===== src/design/hsl_pkg.sv =====
// shared constants for the hsl to rgb duty pipeline
// no dependencies
package hsl_pkg;
  localparam int unsigned RgDutyBits   = 10;
  localparam int unsigned BlueDutyBits = 8;
  localparam int unsigned TFull        = 768;
  localparam int unsigned TSixth       = 128;
  localparam int unsigned THalf        = 384;
  localparam int unsigned TTwoThirds   = 512;
  localparam int unsigned TThird       = 256;
endpackage


===== src/design/hsl_chan.sv =====
// one channel: hue ramp in a register stage, multiply, then channel value
// depends on hsl_pkg
module hsl_chan (
  input  logic        clk_i,
  input  logic        en_i,
  input  logic [9:0]  t_i,
  input  logic [16:0] p_i,
  input  logic [16:0] q_i,
  output logic [16:0] x_o
);
  import hsl_pkg::*;
  logic [1:0]  sel_q;
  logic [8:0]  k_q;
  logic [16:0] p_q, q_q;
  logic [16:0] d;
  logic [25:0] prod;
  logic [16:0] c;
  logic [16:0] x_q;

  // sel: 0 rising, 1 flat q, 2 falling, 3 flat p
  always_ff @(posedge clk_i) begin
    if (en_i) begin
      p_q <= p_i;
      q_q <= q_i;
      if (t_i < 10'(TSixth)) begin
        sel_q <= 2'd0;
        k_q   <= 9'(t_i);
      end else if (t_i < 10'(THalf)) begin
        sel_q <= 2'd1;
        k_q   <= '0;
      end else if (t_i < 10'(TTwoThirds)) begin
        sel_q <= 2'd2;
        k_q   <= 9'(10'(TTwoThirds) - t_i);
      end else begin
        sel_q <= 2'd3;
        k_q   <= '0;
      end
    end
  end

  assign d    = q_q - p_q;
  assign prod = d * k_q;

  always_comb begin
    unique case (sel_q)
      2'd1:    c = q_q;
      2'd3:    c = p_q;
      default: c = p_q + prod[23:7];
    endcase
  end

  always_ff @(posedge clk_i) begin
    if (en_i) x_q <= 17'h10000 - c;
  end
  assign x_o = x_q;
endmodule


===== src/design/hsl_sqrt.sv =====
// pipelined restoring square root, one result bit per stage, minus one with floor at zero
// depends on hsl_pkg
module hsl_sqrt #(
  parameter int unsigned Bits = hsl_pkg::RgDutyBits
) (
  input  logic            clk_i,
  input  logic            en_i,
  input  logic [16:0]     x_i,
  output logic [Bits-1:0] duty_o
);
  import hsl_pkg::*;
  localparam int unsigned RadW = 2 * Bits + 2;
  localparam int unsigned N    = Bits + 1;
  logic [RadW-1:0] rad_q [N+1];
  logic [RadW-1:0] rem_q [N+1];
  logic [N-1:0]    root_q [N+1];

  always_comb begin
    rad_q[0]  = RadW'(x_i) << (2 * Bits - 16);
    rem_q[0]  = '0;
    root_q[0] = '0;
  end

  for (genvar g = 0; g < N; g++) begin : g_step
    logic [RadW-1:0] r, tr;
    always_comb begin
      r  = RadW'({rem_q[g], rad_q[g][RadW-1 -: 2]});
      tr = RadW'({root_q[g], 2'b01});
    end
    always_ff @(posedge clk_i) begin
      if (en_i) begin
        rad_q[g+1] <= rad_q[g] << 2;
        if (r >= tr) begin
          rem_q[g+1]  <= r - tr;
          root_q[g+1] <= {root_q[g][N-2:0], 1'b1};
        end else begin
          rem_q[g+1]  <= r;
          root_q[g+1] <= {root_q[g][N-2:0], 1'b0};
        end
      end
    end
  end

  logic [N-1:0] dm;
  assign dm     = (root_q[N] != '0) ? root_q[N] - 1'b1 : '0;
  assign duty_o = dm[Bits-1:0];
endmodule


===== src/design/hsl_to_rgb_pwm_duty.sv =====
// hsl to rgb inverted square-root pwm duty, fully pipelined
// stages: input, q/p, ramp select and channel value, then one root bit per stage
// throughput: one transfer per cycle; a stall freezes every stage together
// reset clears the valid bits only; depends on hsl_pkg, hsl_chan, hsl_sqrt
module hsl_to_rgb_pwm_duty #(
  parameter int unsigned RG_DUTY_BITS   = hsl_pkg::RgDutyBits,
  parameter int unsigned BLUE_DUTY_BITS = hsl_pkg::BlueDutyBits
) (
  input  logic                      clk_i,
  input  logic                      rst_ni,
  input  logic                      valid_i,
  output logic                      stall_o,
  input  logic [7:0]                hue_i,
  input  logic [7:0]                saturation_i,
  input  logic [7:0]                lightness_i,
  output logic                      valid_o,
  input  logic                      stall_i,
  output logic [RG_DUTY_BITS-1:0]   red_duty_o,
  output logic [RG_DUTY_BITS-1:0]   green_duty_o,
  output logic [BLUE_DUTY_BITS-1:0] blue_duty_o
);
  import hsl_pkg::*;
  localparam int unsigned MaxB = (RG_DUTY_BITS > BLUE_DUTY_BITS) ?
                                 RG_DUTY_BITS : BLUE_DUTY_BITS;
  localparam int unsigned Lat  = 4 + MaxB + 1;

  logic en;
  logic [Lat-1:0] vld_q;
  assign en      = !(valid_o && stall_i);
  assign stall_o = !en;
  assign valid_o = vld_q[Lat-1];

  always_ff @(posedge clk_i or negedge rst_ni) begin
    if (!rst_ni) begin
      vld_q <= '0;
    end else if (en) begin
      vld_q <= {vld_q[Lat-2:0], valid_i};
    end
  end

  // stage 0: q and p
  logic [7:0]  h_q, s_q, l_q;
  logic [16:0] q, p;
  always_ff @(posedge clk_i) begin
    if (en) begin
      h_q <= hue_i;
      s_q <= saturation_i;
      l_q <= lightness_i;
    end
  end
  always_comb begin
    if (l_q < 8'd128) q = 17'(l_q * (9'd256 + s_q));
    else              q = 17'(({l_q, 8'h0} + {s_q, 8'h0}) - l_q * s_q);
    p = 17'({l_q, 9'h0}) - q;
  end

  logic [9:0] th, tr, tb;
  always_comb begin
    th = 10'(3 * h_q);
    tr = th + 10'(TThird);
    if (tr >= 10'(TFull)) tr = tr - 10'(TFull);
    tb = (th < 10'(TThird)) ? th + 10'(TFull - TThird) : th - 10'(TThird);
  end

  logic [16:0] p_q, q_q;
  logic [9:0]  tr_q, tg_q, tb_q;
  always_ff @(posedge clk_i) begin
    if (en) begin
      p_q <= p; q_q <= q;
      tr_q <= tr; tg_q <= th; tb_q <= tb;
    end
  end

  logic [16:0] xr, xg, xb;
  hsl_chan u_r (.clk_i, .en_i(en), .t_i(tr_q), .p_i(p_q), .q_i(q_q), .x_o(xr));
  hsl_chan u_g (.clk_i, .en_i(en), .t_i(tg_q), .p_i(p_q), .q_i(q_q), .x_o(xg));
  hsl_chan u_b (.clk_i, .en_i(en), .t_i(tb_q), .p_i(p_q), .q_i(q_q), .x_o(xb));

  // align the shorter root with delay stages so all finish together
  localparam int unsigned PadR = MaxB - RG_DUTY_BITS;
  localparam int unsigned PadB = MaxB - BLUE_DUTY_BITS;
  logic [16:0] xr_d [PadR+1];
  logic [16:0] xg_d [PadR+1];
  logic [16:0] xb_d [PadB+1];
  assign xr_d[0] = xr;
  assign xg_d[0] = xg;
  assign xb_d[0] = xb;
  for (genvar i = 0; i < PadR; i++) begin : g_pr
    always_ff @(posedge clk_i) if (en) begin
      xr_d[i+1] <= xr_d[i];
      xg_d[i+1] <= xg_d[i];
    end
  end
  for (genvar i = 0; i < PadB; i++) begin : g_pb
    always_ff @(posedge clk_i) if (en) xb_d[i+1] <= xb_d[i];
  end

  hsl_sqrt #(.Bits(RG_DUTY_BITS)) u_sr (
    .clk_i, .en_i(en), .x_i(xr_d[PadR]), .duty_o(red_duty_o));
  hsl_sqrt #(.Bits(RG_DUTY_BITS)) u_sg (
    .clk_i, .en_i(en), .x_i(xg_d[PadR]), .duty_o(green_duty_o));
  hsl_sqrt #(.Bits(BLUE_DUTY_BITS)) u_sb (
    .clk_i, .en_i(en), .x_i(xb_d[PadB]), .duty_o(blue_duty_o));
endmodule

===== config.mk =====
export PLATFORM = sky130hd
export DESIGN_NAME = hsl_to_rgb_pwm_duty
export DESIGN_NICKNAME = d
export VERILOG_FILES = /design/src/design/hsl_pkg.sv /design/src/design/hsl_chan.sv /design/src/design/hsl_sqrt.sv /design/src/design/hsl_to_rgb_pwm_duty.sv
export SDC_FILE = /design/constraint.sdc
export NUM_CORES = 2
export LEC_CHECK = 0
export BUFFER_PORTS_ARGS = -buffer_cell sky130_fd_sc_hd__buf_2
export CAP_MARGIN = 25
export CORE_ASPECT_RATIO = 0.7
export CORE_MARGIN = 2
export CORE_UTILIZATION = 45
export DETAILED_ROUTE_END_ITERATION = 7
export GPL_ROUTABILITY_DRIVEN = 0
export PLACE_DENSITY = 0.57
export SLEW_MARGIN = 20
export SYNTH_ARGS = -nofsm -noshare
export SYNTH_HDL_FRONTEND = slang
export SYNTH_HIERARCHICAL = 1
export SYNTH_SLANG_ARGS = --single-unit

===== constraint.sdc =====
create_clock -name clk_i -period 89.8 [get_ports clk_i]
set_clock_uncertainty 0.2 [all_clocks]
set_input_delay 13.47 -clock clk_i [delete_from_list [all_inputs] [get_ports clk_i]]
set_output_delay 13.47 -clock clk_i [all_outputs]
set_load 0.02 [all_outputs]

==> results_dict.tcl <==
set metrics [dict create \
    fmax_ghz 0.0362 \
    hold_buffers 0 \
    end_kind "output pin" \
    critPathKind "input pin to output pin" \
    drive_above_1_share 0.0661 \
    placedCellCount 9007 \
    cts_buffer_depth 3 \
    maxCapViolCount 0 \
    core_area_sq_um 169000 \
    required_ns 76.13 \
    grt_max_degree 190 \
    io_buffers 57 \
    min-delay-start "u_sr/rad_q[212]$_DFFE_PP_" \
    ctsResizeCount 0 \
    rows 126 \
    ys_seq_area_frac 0.449 \
    root_buffer "clkbuf_16" \
    routedWlPerCell_microns 17.3 \
    syn_inst 6777 \
    synth_top_area_share 0.444 \
    seq_area_sq_um 34300 \
    overflow 0 \
    whs_endpoint "u_sr/rad_q[192]$_DFFE_PP_" \
    cts.sinks 1145 \
    initial_core_util 0.453 \
    finalHoldViolCount 0 \
    maxSlewViolCount 0 \
    async_reset_ff_frac 0.0131 \
    slew_headroom 0.130 \
    ant_nets 0 \
    whs_path_depth 0 \
    fillers 15000 \
    vias 48400 \
    finalCriticalPeriod_ns 27.66 \
    fp.dieW_microns 496 \
    cts_made_buffers 114 \
    finalCritPeriodShare 0.308 \
    multi_input_area_sq_um 38200 \
    synth_top_area_cell "edfxtp_1" \
    synth.distinct_cells 132 \
    die_area_sq_um 173000 \
    yosys-top-cells-area "edfxtp_1, fa_1, ha_1" \
    die_y_microns 349 \
    holdWs_ns 0.206 \
    remaining_drc_errors 0 \
    syn_area_per_cell_sq_um 11.3 \
    antenna_found_initial 4 \
    final_cells 9228 \
    syn-cell-area_sq_um 76400 \
    rsz0062_at_grt "no" \
    utilization 0.494 \
    area_growth_pct 9.09 \
    dr.pass1.iters 7 \
    clk_pin_slew_ns 0.06 \
    cp_max_fo 7 \
    synth_ff_type "edfxtp_1" \
    yosys_warnings 6 \
    finalSetupViolCount 0 \
    cp-start-kind "input pin" \
    hp-class "register to register" \
    clock_latency_ns 0.77 \
    io_pins 58 \
    synth_edf_count 1130 \
    dp_hpwl_microns 121000 \
    grt_pass1_vias 47800 \
    rr_startpoint "u_g/p_q[0]$_DFFE_PP_" \
    outcome "finished, final reports clean" \
    reg2reg_slack_ns 79.65 \
    htree_levels 3 \
    rr_worst_depth 37 \
    grt_pass1_wl_microns 259000 \
    reg2reg_to "u_g/x_o[16]$_DFFE_PP_" \
    finalSetupTns_ns 0 \
    cts_tree "done" \
    syn-num-nets 7733 \
    fin_nets 7843 \
    worstMarginPinSlew_ns 1.31 \
    ys_ff_latch 1145 \
    viasPerCell 5.25 \
    cp.arrival_ns 13.99 \
    postCtsSetupRepairBufs 0 \
    drt_iter0_markers 3367 \
    routed_wl_microns 159000 \
    grt_use_total 0.186 \
]
## cells in the mapped netlist, types with 18 or more instances
cell,n
a21o_1,95
nand3b_1,26
xnor2_1,324
nand2_1,475
a211o_1,18
or3_1,73
inv_1,895
and3_1,29
nor2b_1,87
mux2i_1,61
and2_1,250
o21ai_1,19
o211ai_1,21
a22oi_1,24
clkbuf_1,74
a21oi_1,262
fa_1,411
a211oi_1,29
o21ai_0,207
nor3b_1,25
o21a_1,97
buf_2,19
nand2b_1,78
xor2_1,208
nor4_1,73
o31ai_1,29
nand3_1,103
nand4_1,36
ha_1,517
nor3_1,156
edfxtp_1,1130
or4_1,37
mux2_2,65
or2_2,18
o21bai_1,28
a31oi_1,29
nor2_1,424
## how the worst max path moves through the flow
stage                        from       to  slack, ns  cells after the start
final                     stall_i  stall_o      62.14                      4
after global routing      stall_i  stall_o      62.11                      4
after CTS                 stall_i  stall_o      62.11                      4
after detailed placement  stall_i  stall_o      62.11                      4
after global placement    stall_i  stall_o      62.11                      4
after floorplan           stall_i  stall_o      26.68                      3
## routing by layer
| layer | share of wire | global-route usage |
|---|---|---|
| met5 | 0 | 0 |
| met4 | 0.026 | 0.0520 |
| met3 | 0.049 | 0.0320 |
| met2 | 0.40 | 0.259 |
| met1 | 0.52 | 0.293 |
## final cells by class
| cell class | instances | share of cell area |
|---|---|---|
| tap | 2240 | 0.0336 |
| multi-input combinational | 4618 | 0.458 |
| inverter | 905 | 0.0408 |
| clock inverter | 88 | 0.0123 |
| clock buffer | 126 | 0.0348 |
| sequential | 1145 | 0.412 |
| antenna | 3 | 0.0000901 |
| timing repair buffer | 103 | 0.00859 |
## critical path: stages
cell     delay, ns
buf_2         0.11
nand2_4       0.17
inv_1         0.07
buf_2         0.16
## cells in the final DEF (no fill, tap or decap), types with 57 or more instances in the layout
cell type | netlist | layout
edfxtp_1 | 1130 | 1130
inv_1 | 895 | 895
ha_1 | 517 | 517
nand2_1 | 475 | 474
nor2_1 | 424 | 424
fa_1 | 411 | 411
xnor2_1 | 324 | 324
a21oi_1 | 262 | 262
and2_1 | 250 | 250
xor2_1 | 208 | 208
o21ai_0 | 207 | 207
nor3_1 | 156 | 156
clkbuf_16 | 0 | 114
nand3_1 | 103 | 103
o21a_1 | 97 | 97
a21o_1 | 95 | 95
nor2b_1 | 87 | 87
nand2b_1 | 78 | 78
or3_1 | 73 | 73
nor4_1 | 73 | 72
mux2_2 | 65 | 65
mux2i_1 | 61 | 61
buf_2 | 19 | 57
## registers in the layout (all words and copies together), names as in the netlist, 34 cells and up
| name | count |
|---|---|
| xb_d | 34 |
| u_sg/g_step.r | 186 |
| u_sb/g_step.r | 122 |
| u_sb/g_step.tr | 36 |
| u_sg/g_step.tr | 55 |
| u_sr/rad_q | 56 |
| u_sb/rad_q | 56 |
| u_sr/g_step.tr | 55 |
| u_sr/g_step.r | 186 |
| u_sg/rad_q | 56 |
## stage by stage
| step | area [sq um] | setup WS, ns |
|---|---|---|
| global placement | 79300 | 62.11 |
| detailed placement | 79300 | 62.11 |
| finish | 83300 | 62.14 |
| floorplan | 76400 | 26.68 |
| global route | 83300 | 62.11 |
| CTS | 83200 | 62.11 |
## kinds of logic after synthesis
kind of cell    count (synthesis)  synth area share
compound gates               1020            0.0896
xor+xnor                      533            0.0613
fa+ha+maj                     928             0.192
buf+inv                      1014            0.0513
flops                        1145             0.449
mux                           135            0.0191
other cells                     6          0.000295
simple gates                 1996             0.137
Power is left out: the tool's default activity adds up to more than one toggle a clock period on the data nets, which glitch-free logic cannot reach.
